### config.mk
export PLATFORM = sky130hd
export DESIGN_NAME = multiply_unit_instruction_decoder
export DESIGN_NICKNAME = d
export VERILOG_FILES = /design/src/rtl/core/muid_pkg.sv /design/src/rtl/core/muid_decode.sv /design/src/rtl/core/multiply_unit_instruction_decoder.sv
export SDC_FILE = /design/constraint.sdc
export NUM_CORES = 1
export LEC_CHECK = 0
export ABC_CLOCK_PERIOD_IN_PS = 9300
export BUFFER_PORTS_ARGS = -buffer_cell sky130_fd_sc_hd__buf_2
export CAP_MARGIN = 20
export CORE_UTILIZATION = 46
export CTS_BUF_LIST = sky130_fd_sc_hd__clkbuf_8
export DETAILED_ROUTE_END_ITERATION = 6
export HOLD_SLACK_MARGIN = 0.06
export PLACE_DENSITY = 0.76
export SYNTH_ARGS = -nofsm -noshare
export SYNTH_HDL_FRONTEND = slang
export SYNTH_HIERARCHICAL = 1
export SYNTH_SLANG_ARGS = --single-unit
### constraint.sdc
create_clock -name clk -period 9.3 [get_ports clk]
set_input_delay 0.465 -clock clk [delete_from_list [all_inputs] [get_ports clk]]
set_output_delay 0.465 -clock clk [all_outputs]
set_load 0.005 [all_outputs]
### src/rtl/core/muid_pkg.sv
// muid_pkg: shared types and codes of the multiply-slot instruction decoder
package muid_pkg;

  // register classes
  typedef enum logic [1:0] {
    CLS_NONE = 2'd0,
    CLS_S    = 2'd1,
    CLS_V    = 2'd2,
    CLS_P    = 2'd3
  } muid_cls_t;

  // special register read bits
  localparam logic [4:0] SR_NONE    = 5'h00;
  localparam logic [4:0] SR_ACSHIFT = 5'h01;
  localparam logic [4:0] SR_SVSHIFT = 5'h02;
  localparam logic [4:0] SR_RU      = 5'h04;
  localparam logic [4:0] SR_RV      = 5'h08;
  localparam logic [4:0] SR_UVCTL   = 5'h10;

  // long form opcodes (byte two, bits 3:0)
  localparam logic [3:0] OP_MUL_IMM_ACC = 4'd0;
  localparam logic [3:0] OP_MUL_RSHIFT  = 4'd1;
  localparam logic [3:0] OP_MUL_SCALAR  = 4'd2;
  localparam logic [3:0] OP_ILLEGAL     = 4'd3;
  localparam logic [3:0] OP_MUL_SV_LAST = 4'd7;
  localparam logic [3:0] OP_MUL_P_LAST  = 4'd11;
  localparam logic [3:0] OP_DOTP_S      = 4'd12;
  localparam logic [3:0] OP_DOTP_V      = 4'd13;
  localparam logic [3:0] OP_ADDM        = 4'd14;

  // vector sub-forms inside the mul_sv / mul_p groups
  localparam logic [1:0] SUB_SCALAR = 2'd0;
  localparam logic [1:0] SUB_RU     = 2'd1;
  localparam logic [1:0] SUB_VECTOR = 2'd3;

  // handler codes
  localparam logic [4:0] HC_SHORT_SV    = 5'd0;
  localparam logic [4:0] HC_SHORT_S     = 5'd1;
  localparam logic [4:0] HC_MUL_IMM_R   = 5'd2;
  localparam logic [4:0] HC_MUL_ACSH    = 5'd1;
  localparam logic [4:0] HC_RS_ACSH     = 5'd4;
  localparam logic [4:0] HC_RS_REG      = 5'd5;
  localparam logic [4:0] HC_SC_REG      = 5'd6;
  localparam logic [4:0] HC_SC_IMM_R    = 5'd7;
  localparam logic [4:0] HC_SV_BASE     = 5'd9;
  localparam logic [4:0] HC_P_BASE      = 5'd16;
  localparam logic [4:0] HC_SV_LAST_REG = 5'd0;
  localparam logic [4:0] HC_DOTP_S      = 5'd24;
  localparam logic [4:0] HC_DOTP_V      = 5'd26;
  localparam logic [4:0] HC_ADDM        = 5'd28;
  localparam logic [4:0] HC_SUBM        = 5'd29;

  // one decoded result beat
  typedef struct packed {
    logic       valid_res;
    logic [4:0] handler_code;
    logic [4:0] src1_reg;
    logic [4:0] src2_reg;
    logic [4:0] dest_reg;
    logic [6:0] shift_info;
    muid_cls_t  read_class_a;
    muid_cls_t  read_class_b;
    logic       reads_shift_scalar;
    muid_cls_t  write_class;
    logic [4:0] special_reads;
    logic       writes_mv;
  } muid_res_t;

endpackage

### src/rtl/core/muid_decode.sv
// muid_decode: combinational decode of one multiply-slot instruction
module muid_decode (
  input  logic              [31:0] instr_word,
  input  logic                     is_long,
  output muid_pkg::muid_res_t      res
);
  import muid_pkg::*;

  logic [7:0] b0, b1, b3;
  logic [3:0] op;
  logic [4:0] fa, fb, fl;
  logic [6:0] f7;
  logic [6:0] f7_neg;
  logic [1:0] f60;
  logic       imm;
  logic [1:0] sub;
  muid_cls_t  grp_cls;
  logic [4:0] grp_code;

  // instruction fields
  assign b0     = instr_word[31:24];
  assign b1     = instr_word[23:16];
  assign op     = instr_word[11:8];
  assign b3     = instr_word[7:0];
  assign fa     = {b0[1:0], b1[7:5]};
  assign fb     = b1[4:0];
  assign fl     = b3[4:0];
  assign f7     = b3[6:0];
  assign f7_neg = 7'(7'd0 - f7);
  assign f60    = b3[6:5];
  assign imm    = b3[7];
  assign sub    = op[1:0];

  // mul_sv / mul_p group class and handler code
  assign grp_cls  = (op <= OP_MUL_SV_LAST) ? CLS_V : CLS_P;
  assign grp_code = ((op <= OP_MUL_SV_LAST) ? HC_SV_BASE : HC_P_BASE)
                    + {2'b00, sub, 1'b0} + {4'b0000, ~imm};

  // decode
  always_comb begin
    res                    = '0;
    res.valid_res          = 1'b1;
    res.read_class_a       = CLS_NONE;
    res.read_class_b       = CLS_NONE;
    res.write_class        = CLS_NONE;
    if (!is_long) begin
      if (b0[2]) begin
        res.handler_code  = HC_SHORT_SV;
        res.src1_reg      = fb & 5'h1C;
        res.src2_reg      = fa & 5'h1C;
        res.dest_reg      = fa & 5'h1C;
        res.read_class_a  = CLS_V;
        res.read_class_b  = CLS_V;
        res.write_class   = CLS_V;
        res.special_reads = SR_SVSHIFT;
      end else begin
        res.handler_code  = HC_SHORT_S;
        res.src1_reg      = fb;
        res.src2_reg      = fa;
        res.dest_reg      = fa;
        res.read_class_a  = CLS_S;
        res.read_class_b  = CLS_S;
        res.write_class   = CLS_S;
        res.special_reads = SR_ACSHIFT;
        res.writes_mv     = 1'b1;
      end
    end else if (op <= OP_MUL_SCALAR) begin
      // scalar mul family
      res.src1_reg     = fb;
      res.src2_reg     = fa;
      res.write_class  = CLS_S;
      res.writes_mv    = 1'b1;
      res.read_class_a = CLS_S;
      if (op == OP_MUL_IMM_ACC) begin
        res.read_class_b = CLS_S;
        if (imm) begin
          res.dest_reg     = fa;
          res.handler_code = HC_MUL_IMM_R + {4'b0000, f7[6]};
          res.shift_info   = f7[6] ? f7_neg : f7;
        end else begin
          res.handler_code  = HC_MUL_ACSH;
          res.dest_reg      = fl;
          res.special_reads = SR_ACSHIFT;
        end
      end else if (op == OP_MUL_RSHIFT) begin
        if (imm) begin
          res.handler_code  = HC_RS_ACSH;
          res.dest_reg      = fl;
          res.special_reads = SR_ACSHIFT;
        end else begin
          res.handler_code       = HC_RS_REG;
          res.dest_reg           = fa;
          res.shift_info         = {2'b00, fl};
          res.read_class_b       = CLS_S;
          res.reads_shift_scalar = 1'b1;
        end
      end else begin
        res.dest_reg = fa;
        if (imm) begin
          res.handler_code       = HC_SC_REG;
          res.shift_info         = {2'b00, fl};
          res.reads_shift_scalar = 1'b1;
        end else begin
          res.handler_code = HC_SC_IMM_R + {4'b0000, f7[6]};
          res.shift_info   = f7[6] ? f7_neg : f7;
        end
      end
    end else if (op == OP_ILLEGAL) begin
      res.valid_res = 1'b0;
    end else if (op <= OP_MUL_P_LAST) begin
      // mul_sv and mul_p
      res.dest_reg    = fl & 5'h1C;
      res.write_class = grp_cls;
      if (sub == SUB_SCALAR) begin
        res.src1_reg     = fa;
        res.src2_reg     = fb & 5'h1C;
        res.read_class_a = CLS_S;
        res.read_class_b = grp_cls;
      end else if (sub == SUB_VECTOR) begin
        res.src1_reg     = fb & 5'h1C;
        res.src2_reg     = fa & 5'h1C;
        res.read_class_a = grp_cls;
        res.read_class_b = grp_cls;
      end else begin
        res.src2_reg      = fa & 5'h1C;
        res.read_class_a  = grp_cls;
        res.special_reads = SR_UVCTL | ((sub == SUB_RU) ? SR_RU : SR_RV);
      end
      if (imm) begin
        res.shift_info = {5'b00000, f60};
      end else begin
        res.special_reads = res.special_reads | SR_SVSHIFT;
      end
      res.handler_code = (op == OP_MUL_SV_LAST && !imm) ? HC_SV_LAST_REG : grp_code;
    end else if (op <= OP_DOTP_V) begin
      // dot products
      res.src2_reg     = fb & 5'h1C;
      res.dest_reg     = fl;
      res.read_class_b = CLS_V;
      res.write_class  = CLS_S;
      if (op == OP_DOTP_S) begin
        res.src1_reg     = fa;
        res.read_class_a = CLS_S;
        res.handler_code = HC_DOTP_S + {4'b0000, ~imm};
      end else begin
        res.src1_reg     = fa & 5'h1C;
        res.read_class_a = CLS_V;
        res.handler_code = HC_DOTP_V + {4'b0000, ~imm};
      end
      if (imm) begin
        res.shift_info = {5'b00000, f60};
      end else begin
        res.special_reads = SR_SVSHIFT;
      end
    end else begin
      // addm / subm
      res.handler_code = (op == OP_ADDM) ? HC_ADDM : HC_SUBM;
      res.src1_reg     = fa;
      res.src2_reg     = fb;
      res.dest_reg     = fl;
      res.read_class_a = CLS_S;
      res.read_class_b = CLS_S;
      res.write_class  = CLS_S;
    end
  end

endmodule

### src/rtl/core/multiply_unit_instruction_decoder.sv
// multiply_unit_instruction_decoder: registered multiply-slot decoder, top level
//
//   channel  direction  handshake           payload
//   in_      input      in_valid/in_stall   instr_word, is_long
//   out_     output     out_valid/out_stall decoded fields, one beat per input beat
//
// one beat accepted per cycle while in_stall is low; a beat's result is registered
// on its way to the out_ channel
// (input register, decode logic, result register)
// two beats can be in flight; in_stall rises only when both registers are full
// and out_stall is high
// synchronous active-low reset empties both registers; payload is not reset
module multiply_unit_instruction_decoder (
  input  logic        clk,
  input  logic        rst_n,
  input  logic        in_valid,
  output logic        in_stall,
  input  logic [31:0] in_instr_word,
  input  logic        in_is_long,
  output logic        out_valid,
  input  logic        out_stall,
  output logic        out_valid_res,
  output logic [4:0]  out_handler_code,
  output logic [4:0]  out_src1_reg,
  output logic [4:0]  out_src2_reg,
  output logic [4:0]  out_dest_reg,
  output logic [6:0]  out_shift_info,
  output logic [1:0]  out_read_class_a,
  output logic [1:0]  out_read_class_b,
  output logic        out_reads_shift_scalar,
  output logic [1:0]  out_write_class,
  output logic [4:0]  out_special_reads,
  output logic        out_writes_mv
);
  import muid_pkg::*;

  logic        s1_v_r, s1_v_nxt;
  logic [31:0] s1_word_r;
  logic        s1_long_r;
  logic        out_v_r, out_v_nxt;
  muid_res_t   res_r;
  muid_res_t   dec_res;
  logic        out_adv;
  logic        s1_load;

  // stage advance
  assign out_adv  = !out_v_r || !out_stall;
  assign in_stall = s1_v_r && !out_adv;
  assign s1_load  = in_valid && !in_stall;

  always_comb begin
    s1_v_nxt = s1_v_r;
    if (s1_load) begin
      s1_v_nxt = 1'b1;
    end else if (out_adv) begin
      s1_v_nxt = 1'b0;
    end
    out_v_nxt = out_v_r;
    if (out_adv) begin
      out_v_nxt = s1_v_r;
    end
  end

  // control registers
  always_ff @(posedge clk) begin
    if (!rst_n) begin
      s1_v_r  <= 1'b0;
      out_v_r <= 1'b0;
    end else begin
      s1_v_r  <= s1_v_nxt;
      out_v_r <= out_v_nxt;
    end
  end

  // input register
  always_ff @(posedge clk) begin
    if (s1_load) begin
      s1_word_r <= in_instr_word;
      s1_long_r <= in_is_long;
    end
  end

  muid_decode u_decode (
    .instr_word (s1_word_r),
    .is_long    (s1_long_r),
    .res        (dec_res)
  );

  // result register
  always_ff @(posedge clk) begin
    if (out_adv && s1_v_r) begin
      res_r <= dec_res;
    end
  end

  // outputs
  assign out_valid              = out_v_r;
  assign out_valid_res          = res_r.valid_res;
  assign out_handler_code       = res_r.handler_code;
  assign out_src1_reg           = res_r.src1_reg;
  assign out_src2_reg           = res_r.src2_reg;
  assign out_dest_reg           = res_r.dest_reg;
  assign out_shift_info         = res_r.shift_info;
  assign out_read_class_a       = res_r.read_class_a;
  assign out_read_class_b       = res_r.read_class_b;
  assign out_reads_shift_scalar = res_r.reads_shift_scalar;
  assign out_write_class        = res_r.write_class;
  assign out_special_reads      = res_r.special_reads;
  assign out_writes_mv          = res_r.writes_mv;

  // illegal opcode carries an all-zero result
  a_illegal_zero: assert property (@(posedge clk) disable iff (!rst_n)
    (out_v_r && !res_r.valid_res) |->
      (res_r.handler_code == 5'd0 && res_r.dest_reg == 5'd0 &&
       res_r.write_class == CLS_NONE && res_r.special_reads == SR_NONE &&
       res_r.writes_mv == 1'b0))
    else $error("illegal opcode beat with nonzero fields");

  // every legal instruction writes some register
  a_legal_writes: assert property (@(posedge clk) disable iff (!rst_n)
    (out_v_r && res_r.valid_res) |-> (res_r.write_class != CLS_NONE))
    else $error("legal beat with no destination class");

  // vector and pixel destinations are quad aligned
  a_quad_dest: assert property (@(posedge clk) disable iff (!rst_n)
    (out_v_r && (res_r.write_class == CLS_V || res_r.write_class == CLS_P)) |->
      (res_r.dest_reg[1:0] == 2'b00))
    else $error("misaligned vector destination");

  // stall only when the input register holds a beat
  a_stall_busy: assert property (@(posedge clk) disable iff (!rst_n)
    in_stall |-> s1_v_r)
    else $error("input stalled with empty stage");

  // a beat in the input register moves on when the result side frees up
  a_advance: assert property (@(posedge clk) disable iff (!rst_n)
    (s1_v_r && (!out_v_r || !out_stall)) |=> out_v_r)
    else $error("decoded beat lost");

endmodule
# Word-level counts from Yosys, hierarchy flattened
# Index checks and enable logic that the tools add are counted.
[totals]
regBits = 71
[op_classes]
bitwise_logic = 3
reduce_logical = 15
order_cmp = 4
mux = 59
eq_ne = 7
addsub = 7
[op_table]
columns = ["op", "n"]
rows = [
  ["$mux 31", 3],
  ["$mux 5", 12],
  ["$mux 7", 7],
  ["$mux 20", 2],
  ["$mux 12", 2],
  ["$mux 4", 6],
  ["$mux 10", 2],
  ["$mux 2", 9],
  ["$mux 16", 1],
  ["$mux 1", 13],
  ["$add 4x2->5 const A", 2],
  ["$eq 4x4->1 const B", 2],
  ["$le 4x4->1 const B", 2],
  ["$mux 8", 1],
  ["$sub 1x7->7 const A", 1],
  ["$add 5x1->5", 1],
  ["$add 5x3->5", 1],
  ["$logic_not 1->1", 5],
  ["$add 3x1->4 const A", 1],
  ["$eq 4x1->1 const B", 1],
  ["$eq 4x2->1 const B", 1],
  ["$eq 4x3->1 const B", 1],
  ["$le 4x2->1 const B", 1],
  ["$le 4x3->1 const B", 1],
  ["other kinds (12)", 17],
]

# Logic depth before layout (Yosys ltp)
[depth]
word_depth = 9
depth_mapped = 7
depth_no_buf = 7

# Hierarchy
# Netlist, hierarchy kept.
[modules_own_cells]
columns = ["module", "area_each_um2", "cells_per_inst", "seq_area_each_um2", "n_inst"]
rows = [
  ["multiply_unit_instruction_decoder", 2306.0, 82, 2262.2, 1],
  ["muid_decode", 1252.5, 183, 0.0, 1],
]

# Least setup slack after synthesis
# Ideal clock, no wire load.
[synth_timing]
path_type = "input -> register"
startpoint = "input port out_stall"
endpoint = "register res_r (netlist bit out_dest_reg[0]) (enable)"
path_stages = 1
path_slack_ps = 5312
arrival_ps = 3486
required_ps = 8798
path_buffers = 0
cell_sequence = "a21boi_0"
[synth_between]
elab_chain_len = 3
[synth_lines]
columns = ["item", "line_no", "source"]
rows = [
  ["start, declared", "multiply_unit_instruction_decoder.sv:21", "input logic out_stall,"],
  ["$logic_not 1->1", "multiply_unit_instruction_decoder.sv:47", "assign out_adv = !out_v_r || !out_stall;"],
  ["$logic_or 1x1->1", "multiply_unit_instruction_decoder.sv:47", ""],
  ["$logic_and 1x1->1", "multiply_unit_instruction_decoder.sv:91", "if (out_adv && s1_v_r) begin"],
  ["end signal, assigned", "multiply_unit_instruction_decoder.sv:92", "res_r <= dec_res;"],
  ["end, declared", "multiply_unit_instruction_decoder.sv:41", "muid_res_t res_r;"],
]
# No other way between the ends.
# A chain may end at the register's enable or synchronous reset.

# Final worst setup path
[layout_timing]
startpoint = "register s1_word_r[9]"
endpoint = "register res_r (netlist bit out_shift_info[6]) (data pin)"
[layout_between]
elab_chain_len = 4
[layout_lines]
columns = ["item", "line_no", "source"]
rows = [
  ["start, declared", "multiply_unit_instruction_decoder.sv:38", "logic [31:0] s1_word_r;"],
  ["start signal, assigned", "multiply_unit_instruction_decoder.sv:78", "s1_word_r <= in_instr_word;"],
  ["$eq 4x1->1", "muid_decode.sv:85", "end else if (op == OP_MUL_RSHIFT) begin"],
  ["$mux 12", "muid_decode.sv:85", ""],
  ["$mux 12", "muid_decode.sv:74", "if (op == OP_MUL_IMM_ACC) begin"],
  ["$mux 31 *", "muid_decode.sv:67", "end else if (op <= OP_MUL_SCALAR) begin"],
]
# Every way passes the cells marked *; elsewhere a longest branch is shown, timed or not.

==> metrics.txt <==
# TYPE chip_impl_metric gauge
chip_impl_metric{name="final-setup-viol-count",unit=""} 0
chip_impl_metric{name="clock-skew-final",unit="ns"} 0.01026
chip_impl_info{name="holdCritPathClass",value="in -> reg"} 1
chip_impl_metric{name="max-slew-margin-rel",unit=""} 0.3933
chip_impl_info{name="cts_root_buffer",value="clkbuf_8"} 1
chip_impl_metric{name="crit_required",unit="ns"} 9.37
chip_impl_metric{name="synth_area_per_cell",unit="um^2"} 12.84
chip_impl_metric{name="drt_drc",unit=""} 0
chip_impl_metric{name="critical_path_peak_fanout",unit=""} 26
chip_impl_metric{name="cp_num_buf_inv",unit=""} 1
chip_impl_info{name="timing.critical_path.max_delay_family",value="simple AND/OR/NAND/NOR gates"} 1
chip_impl_info{name="path_cells",value="inv_1 > ha_1 > or3b_2 > and3_1 > a21oi_1 > nor4_1"} 1
chip_impl_metric{name="drv_cap",unit=""} 0
chip_impl_metric{name="post_synth_inst_count",unit=""} 256
chip_impl_info{name="cp_class",value="reg -> reg"} 1
chip_impl_metric{name="wirelength",unit="um"} 7087
chip_impl_metric{name="largest_register_ffs",unit=""} 23
chip_impl_metric{name="grt-ovfl-total",unit=""} 0
chip_impl_metric{name="tritoncts.num_buffers",unit=""} 9
chip_impl_metric{name="worst_path_largest_cell_delay",unit="ns"} 0.76
chip_impl_metric{name="clock_path_buffers",unit=""} 2
chip_impl_metric{name="antenna_found_initial",unit=""} 0
chip_impl_metric{name="power.total",unit="mW"} 0.6910
chip_impl_metric{name="ff2ff_setup_slack",unit="ns"} 6.64
chip_impl_info{name="r2r-end",value="out_shift_info[6]$_DFFE_PP_"} 1
chip_impl_metric{name="i_o_pin_cnt",unit=""} 80
chip_impl_metric{name="port_buffers",unit=""} 70
chip_impl_metric{name="num-fill-cells",unit=""} 612
chip_impl_metric{name="core-area",unit="um^2"} 6832
chip_impl_metric{name="cts.htree.levels",unit=""} 3
chip_impl_metric{name="fmax",unit="MHz"} 375.6
chip_impl_metric{name="clk_transition_reported_paths",unit="ns"} 0.08
chip_impl_info{name="run_status",value="complete, no violations"} 1
chip_impl_info{name="max_flop_register",value="s1_word_r"} 1
chip_impl_metric{name="cts.repair.resized",unit=""} 0
chip_impl_metric{name="post_route_cells_drive_above_1_share",unit=""} 0.3212
chip_impl_metric{name="vias_in_the_first_global_route",unit=""} 2261
chip_impl_metric{name="routed_via_density",unit=""} 5.547
chip_impl_metric{name="cp.depth",unit=""} 6
chip_impl_metric{name="syn_to_final_growth",unit="%"} 19.79
chip_impl_metric{name="tightestPinTransition",unit="ns"} 0.9100
chip_impl_metric{name="r2r.worst_path.cells",unit=""} 6
chip_impl_info{name="cts_tree",value="yes"} 1
chip_impl_metric{name="first_iteration_detailed_routing_drc_count",unit=""} 219
chip_impl_metric{name="power-per-cell-area",unit="nW/um^2"} 175.4
chip_impl_metric{name="whs",unit="ns"} 0.2910
chip_impl_metric{name="clk-insertion-delay-late",unit="ns"} 0.34
chip_impl_metric{name="post_synth_instance_area",unit="um^2"} 3288
chip_impl_metric{name="die-width",unit="um"} 86.55
chip_impl_metric{name="num_antenna_cells",unit=""} 0
chip_impl_metric{name="irDropWorstVdd",unit="mV"} 0.1073
chip_impl_info{name="timing.critical_path.from_type",value="register"} 1
chip_impl_metric{name="grt_max_degree",unit=""} 42
chip_impl_metric{name="layout.nets",unit=""} 372
chip_impl_metric{name="crit_arrival",unit="ns"} 2.73
chip_impl_metric{name="design.die.area",unit="um^2"} 7490
chip_impl_metric{name="ys.warnings.count",unit=""} 6
chip_impl_metric{name="hpwl",unit="um"} 4840
chip_impl_metric{name="clk_sink_count",unit=""} 67
chip_impl_info{name="cpMaxStageDelayCell",value="ha_1"} 1
chip_impl_metric{name="final_max_slew_viols",unit=""} 0
chip_impl_info{name="grt_setup_unrepaired",value="false"} 1
chip_impl_metric{name="initial_utilization",unit=""} 0.4813
chip_impl_info{name="critical_path.endpoint",value="out_shift_info[6]$_DFFE_PP_"} 1
chip_impl_info{name="timing.rr.start",value="s1_word_r[9]$_DFFE_PP_"} 1
chip_impl_metric{name="multi_input_comb_area",unit="um^2"} 1207
chip_impl_metric{name="timing_hold_violations_final",unit=""} 0
chip_impl_metric{name="min_period_over_period",unit=""} 0.2863
chip_impl_metric{name="dr.pass1.iters",unit=""} 4
chip_impl_metric{name="total_routing_usage_gr",unit=""} 0.1996
chip_impl_metric{name="ant_nets",unit=""} 0
chip_impl_info{name="end_kind",value="register"} 1
chip_impl_metric{name="gp_congestion",unit=""} 0.8657
chip_impl_metric{name="vias",unit=""} 2363
chip_impl_metric{name="finalSetupTns",unit="ns"} 0
chip_impl_metric{name="avgRoutedWirePerCell",unit="um"} 16.64
chip_impl_metric{name="fin_crit",unit="ns"} 2.663
chip_impl_metric{name="synth_nets",unit=""} 303
chip_impl_metric{name="rows",unit=""} 30
chip_impl_metric{name="sequential_cell_area_in_the_final_layout",unit="um^2"} 1992
chip_impl_metric{name="ctsHoldBuffers",unit=""} 0
chip_impl_metric{name="die_h",unit="um"} 86.55
chip_impl_metric{name="post-cts-setup-buffer-count",unit=""} 0
chip_impl_info{name="cp-startpoint",value="s1_word_r[9]$_DFFE_PP_"} 1
chip_impl_metric{name="grt_pass1_wl",unit="um"} 11110
chip_impl_metric{name="total_leakage_power",unit="nW"} 1.516
layer usage:
metal | global-route usage | wire [um]
met3 | 0.05714 | 497
met4 | 0.1015 | 146
met2 | 0.3146 | 3399
met1 | 0.2522 | 3044
met5 | 0 | 0
layout by cell type, fill, tap and decap left out, drive strengths merged, types with 6 or more instances in the layout:
master,count
a22o,12
nand2,19
inv,10
o21ai,20
a21oi,8
buf,72
nor2,8
clkbuf,11
edfxtp,65
a21boi,6
ha,10
through the flow:
step | worst slack [ns] | instances | utilization | area (um^2)
finish | 6.637 | 426 | 0.5766 | 3939
global route | 6.488 | 426 | 0.5766 | 3939
CTS | 6.666 | 425 | 0.5749 | 3928
detailed placement | 6.675 | 409 | 0.5438 | 3715
global placement | 6.710 | 409 | 0.5438 | 3715
floorplan | 5.312 | 256 | - | 3288
where the power goes:
part	leakage (nW)	internal (mW)	switching, mW
Clock	0.0978	0.139	0.110
Sequential	0.632	0.352	0.0148
Combinational	0.786	0.0340	0.0417
worst reg2reg max path, cell delays in order, from the launching register on:
cell and delay, ns:
edfxtp_1 0.51, inv_1 0.15, ha_1 0.76, or3b_2 0.57, and3_1 0.20, a21oi_1 0.13, nor4_1 0.07
layout make-up:
cell class / count / share of cell area
Inverter: 10 / 0.009530
Sequential cell: 67 / 0.5057
Clock inverter: 5 / 0.01557
Tap cell: 96 / 0.03050
Clock buffer: 11 / 0.03844
Timing Repair Buffer: 72 / 0.09371
Multi-Input combinational cell: 165 / 0.3065
worst min path at each step:
stage,endpoint,cells after the start,from
after global routing,s1_word_r[22]$_DFFE_PP_,1,in_instr_word[22]
final,s1_word_r[22]$_DFFE_PP_,1,in_instr_word[22]
after global placement,out_valid$_SDFFE_PN0P_,2,s1_v_r$_SDFFE_PN0P_
after detailed placement,out_valid$_SDFFE_PN0P_,2,s1_v_r$_SDFFE_PN0P_
after floorplan,out_valid$_SDFFE_PN0P_,2,s1_v_r$_SDFFE_PN0P_
after CTS,s1_word_r[22]$_DFFE_PP_,1,in_instr_word[22]
No activity file was read; power rests on OpenSTA's default activity.
